File: src/hw/rtl/sfr_pkg.sv
// package for the string find and replace core
// segment codes, length limits and shared types; no dependencies
`default_nettype none

package sfr_pkg;

  localparam int unsigned MAX_LEN = 8;

  localparam logic [1:0] SEG_HEAD = 2'd0;
  localparam logic [1:0] SEG_BYTE = 2'd1;
  localparam logic [1:0] SEG_REPL = 2'd2;
  localparam logic [1:0] SEG_TAIL = 2'd3;

  localparam logic [1:0] REG_PATTERN_LEN   = 2'd0;
  localparam logic [1:0] REG_REPLACE_LEN   = 2'd1;
  localparam logic [1:0] REG_PATTERN_BYTES = 2'd2;
  localparam logic [1:0] REG_REPLACE_BYTES = 2'd3;

  typedef logic [3:0][3:0] seg_lens_t;

  function automatic logic [1:0] first_seg(input logic [1:0] from, input seg_lens_t lens);
    logic [1:0] s;
    s = SEG_TAIL;
    for (int i = 3; i >= 0; i--) begin
      if (i >= int'(from) && lens[i] != 4'd0) begin
        s = 2'(i);
      end
    end
    return s;
  endfunction

  function automatic logic [3:0] clamp_len(input logic [3:0] v, input logic [3:0] lo);
    logic [3:0] r;
    r = v;
    if (v < lo) begin
      r = lo;
    end else if (v > 4'(MAX_LEN)) begin
      r = 4'(MAX_LEN);
    end
    return r;
  endfunction

endpackage

`default_nettype wire

File: src/hw/rtl/string_find_replace_core.sv
// string find and replace core: streams text bytes and substitutes pattern matches
// depends on sfr_pkg
`default_nettype none

// Each accepted byte is classified against the match state and registered,
// then the core emits the resulting items one per cycle (up to eight) while
// the output is not stalled, from a single byte selector walking the
// held-prefix, passed-byte, replacement and end-flush segments. A transaction
// yields 0 to 8 result items, or one end marker; in_tready is low while items
// are being emitted. Configuration writes are always accepted and must only
// happen while the core is idle. Only the count of matched pattern bytes is
// kept; held bytes are replayed from the pattern register.
module string_find_replace_core
  import sfr_pkg::*;
(
  input  wire logic        clk,
  input  wire logic        rst_n,
  input  wire logic        in_tvalid,
  output logic             in_tready,
  input  wire logic [7:0]  in_tdata,   // [7:0] in_byte
  input  wire logic        in_tlast,
  output logic             out_tvalid,
  input  wire logic        out_tready,
  output logic [7:0]       out_tdata,  // [7:0] out_byte
  output logic             out_tuser,  // [0] has_char
  output logic             out_tlast,
  input  wire logic        cfg_valid,
  output logic             cfg_ready,
  input  wire logic [1:0]  cfg_index,
  input  wire logic [63:0] cfg_data
);

  localparam logic ST_IDLE = 1'b0;
  localparam logic ST_EMIT = 1'b1;

  logic        state_r, state_nxt;
  logic [3:0]  pattern_len_r, pattern_len_nxt;
  logic [3:0]  replace_len_r, replace_len_nxt;
  logic [63:0] pattern_bytes_r, pattern_bytes_nxt;
  logic [63:0] replace_bytes_r, replace_bytes_nxt;
  logic [3:0]  mc_r, mc_nxt;
  seg_lens_t   lens_r, lens_nxt;
  logic [1:0]  seg_r, seg_nxt;
  logic [2:0]  idx_r, idx_nxt;
  logic [3:0]  cnt_r, cnt_nxt;
  logic [3:0]  total_r, total_nxt;
  logic        marker_r, marker_nxt;
  logic [7:0]  byte_r, byte_nxt;
  logic        text_last_r, text_last_nxt;
  logic        out_valid_r, out_valid_nxt;
  logic [7:0]  out_byte_r, out_byte_nxt;
  logic        out_char_r, out_char_nxt;
  logic        out_last_r, out_last_nxt;

  logic        in_acc;
  logic        load_en;
  logic [3:0]  plen, rlen;
  logic        hit0, hitk, advance, matched;
  logic [3:0]  mc_adv, mc_new;
  logic [3:0]  n_head, n_repl, n_tail;
  logic        n_byte;
  logic [4:0]  sum;
  logic [3:0]  total;
  logic        last_item;
  logic [7:0]  sel_byte;
  seg_lens_t   lens;

  assign in_tready  = (state_r == ST_IDLE);
  assign cfg_ready  = 1'b1;
  assign in_acc     = in_tvalid && in_tready;
  assign load_en    = !out_valid_r || out_tready;
  assign out_tvalid = out_valid_r;
  assign out_tdata  = out_byte_r;
  assign out_tuser  = out_char_r;
  assign out_tlast  = out_last_r;

  // classify the incoming byte against the match state
  always_comb begin
    plen    = clamp_len(pattern_len_r, 4'd1);
    rlen    = clamp_len(replace_len_r, 4'd0);
    hit0    = (in_tdata == pattern_bytes_r[7:0]);
    hitk    = (mc_r != 4'd0) && (mc_r < 4'(MAX_LEN)) &&
              (in_tdata == pattern_bytes_r[mc_r[2:0]*8 +: 8]);
    advance = hit0 || hitk;
    mc_adv  = hit0 ? 4'd1 : mc_r + 4'd1;
    matched = advance && (mc_adv >= plen);
    n_head  = (hit0 || !advance) ? mc_r : 4'd0;
    n_byte  = !advance;
    n_repl  = matched ? rlen : 4'd0;
    mc_new  = (advance && !matched) ? mc_adv : 4'd0;
    n_tail  = in_tlast ? mc_new : 4'd0;
    sum     = {1'b0, n_head} + {4'b0, n_byte} + {1'b0, n_repl} + {1'b0, n_tail};
    total   = (sum > 5'(MAX_LEN)) ? 4'(MAX_LEN) : sum[3:0];
    lens[SEG_HEAD] = n_head;
    lens[SEG_BYTE] = {3'b0, n_byte};
    lens[SEG_REPL] = n_repl;
    lens[SEG_TAIL] = n_tail;
  end

  // shared byte selector
  always_comb begin
    case (seg_r)
      SEG_HEAD: sel_byte = pattern_bytes_r[idx_r*8 +: 8];
      SEG_BYTE: sel_byte = byte_r;
      SEG_REPL: sel_byte = replace_bytes_r[idx_r*8 +: 8];
      SEG_TAIL: sel_byte = pattern_bytes_r[idx_r*8 +: 8];
      default:  sel_byte = 8'd0;
    endcase
    last_item = marker_r || ((cnt_r + 4'd1) == total_r);
  end

  always_comb begin
    state_nxt         = state_r;
    pattern_len_nxt   = pattern_len_r;
    replace_len_nxt   = replace_len_r;
    pattern_bytes_nxt = pattern_bytes_r;
    replace_bytes_nxt = replace_bytes_r;
    mc_nxt            = mc_r;
    lens_nxt          = lens_r;
    seg_nxt           = seg_r;
    idx_nxt           = idx_r;
    cnt_nxt           = cnt_r;
    total_nxt         = total_r;
    marker_nxt        = marker_r;
    byte_nxt          = byte_r;
    out_valid_nxt     = out_valid_r && !out_tready;
    out_byte_nxt      = out_byte_r;
    out_char_nxt      = out_char_r;
    out_last_nxt      = out_last_r;

    if (cfg_valid && cfg_ready) begin
      case (cfg_index)
        REG_PATTERN_LEN:   pattern_len_nxt   = cfg_data[3:0];
        REG_REPLACE_LEN:   replace_len_nxt   = cfg_data[3:0];
        REG_PATTERN_BYTES: pattern_bytes_nxt = cfg_data;
        REG_REPLACE_BYTES: replace_bytes_nxt = cfg_data;
        default: ;
      endcase
    end

    case (state_r)
      ST_IDLE: begin
        if (in_acc) begin
          mc_nxt     = in_tlast ? 4'd0 : mc_new;
          lens_nxt   = lens;
          seg_nxt    = first_seg(SEG_HEAD, lens);
          idx_nxt    = 3'd0;
          cnt_nxt    = 4'd0;
          total_nxt  = total;
          marker_nxt = in_tlast && (total == 4'd0);
          byte_nxt   = in_tdata;
          if (total != 4'd0 || in_tlast) begin
            state_nxt = ST_EMIT;
          end
        end
      end
      ST_EMIT: begin
        if (load_en) begin
          out_valid_nxt = 1'b1;
          out_byte_nxt  = marker_r ? 8'd0 : sel_byte;
          out_char_nxt  = !marker_r;
          out_last_nxt  = last_item && (marker_r || text_last_r);
          if (last_item) begin
            state_nxt = ST_IDLE;
          end else begin
            cnt_nxt = cnt_r + 4'd1;
            if (({1'b0, idx_r} + 4'd1) == lens_r[seg_r]) begin
              seg_nxt = first_seg(seg_r + 2'd1, lens_r);
              idx_nxt = 3'd0;
            end else begin
              idx_nxt = idx_r + 3'd1;
            end
          end
        end
      end
      default: state_nxt = ST_IDLE;
    endcase
  end

  always_comb begin
    text_last_nxt = text_last_r;
    if (in_acc) begin
      text_last_nxt = in_tlast;
    end
  end

  always_ff @(posedge clk) begin
    if (!rst_n) begin
      state_r       <= ST_IDLE;
      pattern_len_r <= 4'd1;
      replace_len_r <= 4'd0;
      pattern_bytes_r <= 64'd0;
      replace_bytes_r <= 64'd0;
      mc_r          <= 4'd0;
      out_valid_r   <= 1'b0;
      marker_r      <= 1'b0;
      cnt_r         <= 4'd0;
      total_r       <= 4'd0;
      text_last_r   <= 1'b0;
    end else begin
      state_r       <= state_nxt;
      pattern_len_r <= pattern_len_nxt;
      replace_len_r <= replace_len_nxt;
      pattern_bytes_r <= pattern_bytes_nxt;
      replace_bytes_r <= replace_bytes_nxt;
      mc_r          <= mc_nxt;
      out_valid_r   <= out_valid_nxt;
      marker_r      <= marker_nxt;
      cnt_r         <= cnt_nxt;
      total_r       <= total_nxt;
      text_last_r   <= text_last_nxt;
    end
  end

  always_ff @(posedge clk) begin
    lens_r     <= lens_nxt;
    seg_r      <= seg_nxt;
    idx_r      <= idx_nxt;
    byte_r     <= byte_nxt;
    out_byte_r <= out_byte_nxt;
    out_char_r <= out_char_nxt;
    out_last_r <= out_last_nxt;
  end

`ifndef SYNTHESIS
  a_match_count_range : assert property (@(posedge clk) disable iff (!rst_n)
    mc_r < 4'(MAX_LEN))
    else $error("matched count out of range");

  a_marker_is_last : assert property (@(posedge clk) disable iff (!rst_n)
    (out_tvalid && !out_tuser) |-> out_tlast)
    else $error("end marker without last flag");

  a_count_below_total : assert property (@(posedge clk) disable iff (!rst_n)
    (state_r == ST_EMIT && !marker_r) |-> (cnt_r < total_r))
    else $error("emit count passed item total");
`endif

endmodule

`default_nettype wire

File: config.mk
export PLATFORM = sky130hd
export DESIGN_NAME = string_find_replace_core
export DESIGN_NICKNAME = d
export VERILOG_FILES = /design/src/hw/rtl/sfr_pkg.sv /design/src/hw/rtl/string_find_replace_core.sv
export SDC_FILE = /design/constraint.sdc
export NUM_CORES = 1
export LEC_CHECK = 0
export BUFFER_PORTS_ARGS = -buffer_cell sky130_fd_sc_hd__buf_4
export CORE_ASPECT_RATIO = 1.25
export CORE_MARGIN = 8
export CORE_UTILIZATION = 50
export CTS_CLUSTER_DIAMETER = 120
export CTS_CLUSTER_SIZE = 40
export DETAILED_ROUTE_END_ITERATION = 12
export GPL_TIMING_DRIVEN = 0
export PLACE_DENSITY = 0.69
export SETUP_SLACK_MARGIN = 0.15
export SYNTH_ARGS = -nofsm -noshare
export SYNTH_HDL_FRONTEND = slang
export SYNTH_SLANG_ARGS = --single-unit
export TNS_END_PERCENT = 30
File: constraint.sdc
create_clock -name clk -period 7.4 [get_ports clk]
set_clock_uncertainty 0.1 [all_clocks]
set_input_delay 0.74 -clock clk [delete_from_list [all_inputs] [get_ports clk]]
set_output_delay 0.74 -clock clk [all_outputs]
set_load 0.02 [all_outputs]
# == Yosys cells after proc, flatten, opt, wreduce, memory -nomap -nowiden ==
# Index checks and enable logic that the tools add are counted.
# totals
mem_count,0
word_cells,139
register_bits,188
romBits,0
ramBits,0
output_inout_bits,13
latch_bits,0
input_bits,80
# classes
reduce_logical,40
bitwise,1
order_cmp,11
n_eq_ne,14
add_sub_neg,8
shift,3
n_mux,41
multipliers,0
div,0
# ops
op,n
$shiftx A64 B7 Y8,3
$mux W4,15
$pmux W8 S3,1
$reduce_bool A4 Y1,6
$eq A8 B8 Y1,2
$mux W2,8
$mux W3,4
$reduce_and A2 Y1,6
$logic_and A1 B1 Y1,11
$add A5 B4 Y5,2
$add A4 B1 Y4 const B,2
$bmux W4 S2,1
$eq A2 B2 Y1 const B,4
$eq A4 B4 Y1,2
$gt A4 B4 Y1 const B,2
$lt A4 B1 Y1 const B,2
$mux W1,8
$pmux W4 S2,1
$logic_or A1 B1 Y1,6
$ne A2 B1 Y1 const B,3
$pmux W3 S2,1
$add A4 B1 Y5,1
$gt A5 B4 Y1 const B,1
$logic_not A1 Y1,5
18 further kinds,21

# == Longest topological paths before layout ==
# logic_depth
ltp_word,17
ltp_mapped,23

# == Worst setup path after synthesis ==
# Ideal clock, no wire load.
# synth_path
path_type,input -> register
from,input port in_tdata[3]
to,register total_r[0]
t_arrival_ns,5.057
stages,20
n_path_buf,0
setup_slack_ns,2.178
required_time_ns,7.234
setup_ns,0.066
cell_sequence,xor2_1 > nor4_1 > nand2_1 > and2_1 > ha_1 > a21o_1 > a21o_1 > a21oi_1 > inv_1 > nand4b_1 > fa_1 > inv_1 > ha_1 > inv_1 > fa_1 > inv_1 > or3_1 > a211oi_1 > a22oi_1 > nor2b_1
# synth_via
elab_chain_cells,11
word_cells_on_any_way,20
cone_classes,add/sub: 3; order compare: 2; eq/ne: 2; mux: 6; reduce/logical: 7
# synth_rtl
element,line,source
start: declaration,string_find_replace_core.sv:20,"input wire logic [7:0] in_tdata,"
"$eq A8 B8 Y1, on equally long branches","string_find_replace_core.sv:83, string_find_replace_core.sv:81",
$logic_and A1 B1 Y1 or $mux W4 (tied branches),"string_find_replace_core.sv:82, string_find_replace_core.sv:85",
$logic_or A1 B1 Y1 or $ge A4 B4 Y1 (tied branches),"string_find_replace_core.sv:84, string_find_replace_core.sv:86",
$logic_not A1 Y1 or $logic_and A1 B1 Y1 (tied branches),"string_find_replace_core.sv:87, string_find_replace_core.sv:88, string_find_replace_core.sv:86",
$logic_or A1 B1 Y1 or $logic_not A1 Y1 (tied branches),"string_find_replace_core.sv:87, string_find_replace_core.sv:90",
$mux W4 or $logic_and A1 B1 Y1 (tied branches),"string_find_replace_core.sv:87, string_find_replace_core.sv:90",
$add A4 B1 Y5 or $mux W4 (tied branches),"string_find_replace_core.sv:92, string_find_replace_core.sv:90",
$add A5 B4 Y5 or $mux W4 (tied branches),"string_find_replace_core.sv:92, string_find_replace_core.sv:91",
$add A5 B4 Y5 (*),string_find_replace_core.sv:92,"sum = {1'b0, n_head} + {4'b0, n_byte} + {1'b0, n_repl} + {1'b0, n_tail};"
$gt A5 B4 Y1,string_find_replace_core.sv:93,total = (sum > 5'(MAX_LEN)) ? 4'(MAX_LEN) : sum[3:0];
$mux W4 (*),string_find_replace_core.sv:93,
end signal: assignment,string_find_replace_core.sv:210,total_r <= total_nxt;
end: declaration,string_find_replace_core.sv:46,"logic [3:0] total_r, total_nxt;"
# Mark *: on every way between the ends. The rest lies on a longest branch, timed or not.
# A chain may end at the register's enable or synchronous reset.

# == Worst setup path after layout ==
# layout_path
from,register pattern_bytes_r[7]
to,register total_r[0]
# layout_via
elab_chain_cells,12
word_cells_on_any_way,21
cone_classes,add/sub: 3; order compare: 2; eq/ne: 2; shift: 1; mux: 6; reduce/logical: 7
# layout_rtl
element,line,source
start: declaration,string_find_replace_core.sv:39,"logic [63:0] pattern_bytes_r, pattern_bytes_nxt;"
start signal: assignment,string_find_replace_core.sv:204,pattern_bytes_r <= pattern_bytes_nxt;
$shiftx A64 B7 Y8,string_find_replace_core.sv:83,(in_tdata == pattern_bytes_r[mc_r[2:0]*8 +: 8]);
$eq A8 B8 Y1,string_find_replace_core.sv:83,
$logic_and A1 B1 Y1,string_find_replace_core.sv:82,hitk = (mc_r != 4'd0) && (mc_r < 4'(MAX_LEN)) &&
$logic_or A1 B1 Y1,string_find_replace_core.sv:84,advance = hit0 || hitk;
$logic_not A1 Y1 or $logic_and A1 B1 Y1 (tied branches),"string_find_replace_core.sv:87, string_find_replace_core.sv:88, string_find_replace_core.sv:86",
$logic_or A1 B1 Y1 or $logic_not A1 Y1 (tied branches),"string_find_replace_core.sv:87, string_find_replace_core.sv:90",
$mux W4 or $logic_and A1 B1 Y1 (tied branches),"string_find_replace_core.sv:87, string_find_replace_core.sv:90",
$add A4 B1 Y5 or $mux W4 (tied branches),"string_find_replace_core.sv:92, string_find_replace_core.sv:90",
$add A5 B4 Y5 or $mux W4 (tied branches),"string_find_replace_core.sv:92, string_find_replace_core.sv:91",
$add A5 B4 Y5 (*),string_find_replace_core.sv:92,
$gt A5 B4 Y1,string_find_replace_core.sv:93,
$mux W4 (*),string_find_replace_core.sv:93,
# Marked as above.

==> flow_summary.yaml <==
status:
  status: "finished, final reports clean"
clock_tree:
  cts.sinks: 188
  cts_root_buf: "sky130_fd_sc_hd__clkbuf_16"
  cts_post_setup_buffers_inserted: 0
  cts_htree_levels: 4
  tritoncts: "done"
  clock_buffer_count_from_cts: 17
  clock_latency_ns: 0.44
  number_of_gates_given_a_new_drive_strength_after_cts: 0
  cts-root-to-sink-buffers: 2
  clkTransAtPathRegs_ns: 0.07
  hold_buffers: 0
worst_setup_path:
  regToRegEndpoint: "total_r[0]"
  critical_path_peak_fanout: 7
  worst_ep_required_time_ns: 7.67
  max_stage_delay_ns: 0.55
  worst_setup_path_endpoint: "total_r[0]"
  worst_setup_path_start_kind: "flop"
  timing.critical_path.from: "pattern_bytes_r[7]"
  timing.critical_path.to_type: "flop"
  critical-path-top-delay-family: "simple AND/OR/NAND/NOR gates"
  r2r_cells: 20
  critPathBufInv: 4
  critical_path_arrival_ns: 6.02
  timing.critical_path.depth: 20
  critical_path_class: "flop to flop"
  crit_slowest_cell: "sky130_fd_sc_hd__dfxtp_1"
  critical_path.cell_chain: "xor2_1 -> nor4_1 -> nand2_1 -> and2_1 -> ha_1 -> a21o_1 -> a21o_1 -> a21oi_1 -> inv_1 -> nand4b_1 -> fa_1 -> inv_1 -> ha_1 -> inv_1 -> fa_1 -> inv_1 -> or3_1 -> a211oi_1 -> a22oi_1 -> nor2b_1"
  timing.critical_path.mode_cell: "sky130_fd_sc_hd__inv_1"
  reg2reg_slack_ns: 1.65
  r2r-start: "pattern_bytes_r[7]"
floorplan:
  die_area_um2: 23700
  chipWidth_um: 139
  core.rowCount: 56
  floorplan.initialDensity_pct: 50.8
  core_um2: 18700
  die_h_um: 170
  pin_count: 93
cells_and_area:
  most-common-layout-cells: "sky130_fd_sc_hd__nand2_1, sky130_fd_sc_hd__dfxtp_1, sky130_fd_sc_hd__a21boi_0"
  synthToLayoutAreaGrowth_pct: 16.7
  antenna_cells_inserted: 0
  share_of_post_route_cells_with_drive_strength_above_1_pct: 17.4
  fill_cell_total_of_the_finished_layout: 1642
  final_cell_count_no_fill: 1321
  most_frequent_standard_cell_in_the_layout_excluding_fill_and_tap_cells: "sky130_fd_sc_hd__nand2_1"
  seq_area_um2: 4120
  final_nets: 1176
  multiInputGateArea_um2: 5000
sta:
  clock.fmax_mhz: 174
  fin_hold_ws_ns: 0.365
  layout_worst_path_cycle_share_pct: 77.7
  worst_slew_pin_slew_ns: 1.13
  setup_total_negative_slack_ns: 0
  rsz0062_at_grt: "no"
  timing.final.crit_period_ns: 5.75
  slew-limit-headroom_pct: 24.7
  slew_viol_final: 0
  count_of_final_setup_violators: 0
  hold_violations: 0
logic_synthesis:
  proportion_of_netlist_area_held_by_the_largest_area_contributor_pct: 32.0
  seq_area_frac_synth_pct: 43.4
  synthesis.instances: 968
  synth_flop_cell: "sky130_fd_sc_hd__dfxtp_1"
  number_of_unique_standard_cell_types_used_by_synthesis: 53
  syn_avg_cell_area_um2: 9.82
  postSynthRegisterBits: 188
  synth_edf_count: 36
  netlist_area_before_placement_um2: 9510
  syn-num-nets: 1068
  synth_largest_area_cell: "sky130_fd_sc_hd__dfxtp_1"
  synth_area_leaders: "sky130_fd_sc_hd__dfxtp_1, sky130_fd_sc_hd__mux4_2, sky130_fd_sc_hd__edfxtp_1"
  synthesis.yosys.warnings: 0
  ys_async_sr_fraction_pct: 0
place:
  routabilityCongestion: 0.974
  io_buffers: 89
  post_place_cells: 1289
  hpwlAfterDp_mm: 21.6
power:
  vdd_ir_drop_max_v: 0.000143
  p_total_w: 0.00245
  total_leakage_power_nw: 4.14
  p_per_cell_area_nw_per_um2: 221
drt:
  detailedRoute.firstPassIterationCount: 5
  routed_wirelength_mm: 27.4
  routedWlPerCell_um: 20.7
  total_drc_errors_in_the_routed_layout: 0
  iter_0_drt_violations: 498
  route.detailed.vias_per_inst: 5.70
  ant_nets: 0
  detailroute.via_count: 7524
global_routing:
  gr-total-overflow: 0
  globalRouteMet2Util_pct: 41.4
  largest_net_degree_at_the_start_of_global_routing: 25
  antenna_violations_before_repair: 0
  number_of_global_route_vias_before_repair: 7549
  overall_track_demand_over_capacity_in_global_routing_pct: 23.6
  global_route.peak_usage_layer: "met2"
  groute.layer.met1.usage_pct: 26.5
  grt_pass1_wl_mm: 42.2
  grt_use_met3_pct: 5.35
min_path:
  min_path_type: "flop to flop"
run:
  max-cap-violations: 0
[synthesized netlist by cell type (2+ instances only)]
library cell,instances
sky130_fd_sc_hd__nand2b_1,3
sky130_fd_sc_hd__o21ai_0,3
sky130_fd_sc_hd__nor4_1,2
sky130_fd_sc_hd__buf_2,4
sky130_fd_sc_hd__mux2i_1,33
sky130_fd_sc_hd__nor2b_1,17
sky130_fd_sc_hd__inv_1,26
sky130_fd_sc_hd__nand4b_1,2
sky130_fd_sc_hd__nor2_1,28
sky130_fd_sc_hd__buf_1,8
sky130_fd_sc_hd__buf_4,3
sky130_fd_sc_hd__and2_1,5
sky130_fd_sc_hd__a21o_1,5
sky130_fd_sc_hd__dfxtp_1,152
sky130_fd_sc_hd__a21boi_1,4
sky130_fd_sc_hd__nor3_1,3
sky130_fd_sc_hd__nand2_1,282
sky130_fd_sc_hd__and3_1,6
sky130_fd_sc_hd__a21oi_1,17
sky130_fd_sc_hd__o41ai_2,2
sky130_fd_sc_hd__edfxtp_1,36
sky130_fd_sc_hd__nand4_1,4
sky130_fd_sc_hd__mux4_2,53
sky130_fd_sc_hd__xnor2_1,11
sky130_fd_sc_hd__a21boi_0,131
sky130_fd_sc_hd__nand3_1,6
sky130_fd_sc_hd__ha_1,15
sky130_fd_sc_hd__nor3b_1,3
sky130_fd_sc_hd__buf_6,2
sky130_fd_sc_hd__fa_1,5
sky130_fd_sc_hd__a22oi_1,6
sky130_fd_sc_hd__clkbuf_1,51
sky130_fd_sc_hd__xor2_1,17
sky130_fd_sc_hd__o41ai_1,4
[cell families after synthesis]
kind of cell               Yosys count  synth area share (%)
adders and majority gates           20                  3.03
muxes                               87                  16.1
xor gates and xnor gates            29                  2.82
and+or+nand+nor                    368                  16.3
other                                1                0.0394
AOI/OAI and AO/OA                  181                  14.3
DFF                                188                  43.4
buffers and inverters               94                  4.04
[cell type report]
type | instances | area share, %
buffer | 68 | 2.58
clock inverter | 10 | 1.20
tap | 232 | 2.62
sequential | 188 | 37.2
clock buffer | 22 | 4.48
timing repair buffer | 89 | 6.02
inverter | 26 | 0.880
multi-input combinational | 686 | 45.1
[per-stage QoR]
| stage | area [um^2] | setup slack, ns | utilization, % |
|---|---|---|---|
| after global placement | 10500 | 1.40 | 55.9 |
| final | 11100 | 1.65 | 59.3 |
| after floorplan | 9510 | 2.18 | - |
| after global routing | 11100 | 1.31 | 59.3 |
| after CTS | 11100 | 1.70 | 59.3 |
| after detailed placement | 10500 | 1.38 | 55.9 |
[power by group]
| group | switching [W] | internal [W] | leakage (nW) |
|---|---|---|---|
| sequential | 0.0000332 | 0.00109 | 1.58 |
| combinational | 0.000195 | 0.000157 | 2.24 |
| clock | 0.000392 | 0.000580 | 0.311 |
[worst reg2reg max path, delay by kind of cell, from the launching register on]
family	cells	cell delay, ns
xor+xnor	1	0.12
fa+ha+maj	4	1.42
flops	1	0.55
buf+inv	4	0.37
compound gates	5	1.33
simple gates	6	1.80
[flip-flops by register name, indices dropped and copies added, names as in the netlist, 4 cells and up]
name and cells:
replace_len_r 4, pattern_len_r 4, cnt_r 4, out_tdata 8
pattern_bytes_r 64, replace_bytes_r 64, mc_r 4, lens_r 13
total_r 4, byte_r 8
[worst min path at each step]
stage,slack [ns],cells past startpoint,startpoint,end
6_report,0.36,2,replace_bytes_r[61],replace_bytes_r[61]
4_1_cts,0.37,2,replace_bytes_r[61],replace_bytes_r[61]
3_3_place_gp,0.35,2,replace_bytes_r[61],replace_bytes_r[61]
3_5_place_dp,0.36,2,replace_bytes_r[63],replace_bytes_r[63]
5_1_grt,0.39,2,replace_bytes_r[24],replace_bytes_r[24]
2_1_floorplan,0.34,2,replace_bytes_r[63],replace_bytes_r[63]
[routing by layer]
layer / wire (um) / vias to the layer above / share of wire (%)
met3: 1730 / 78 / 6.3
li1: - / 3567 / -
met4: 1200 / 0 / 4.4
met1: 10700 / 3605 / 39
met5: 0 / - / 0
met2: 13700 / 274 / 50
(Power assumes the default switching activity.)
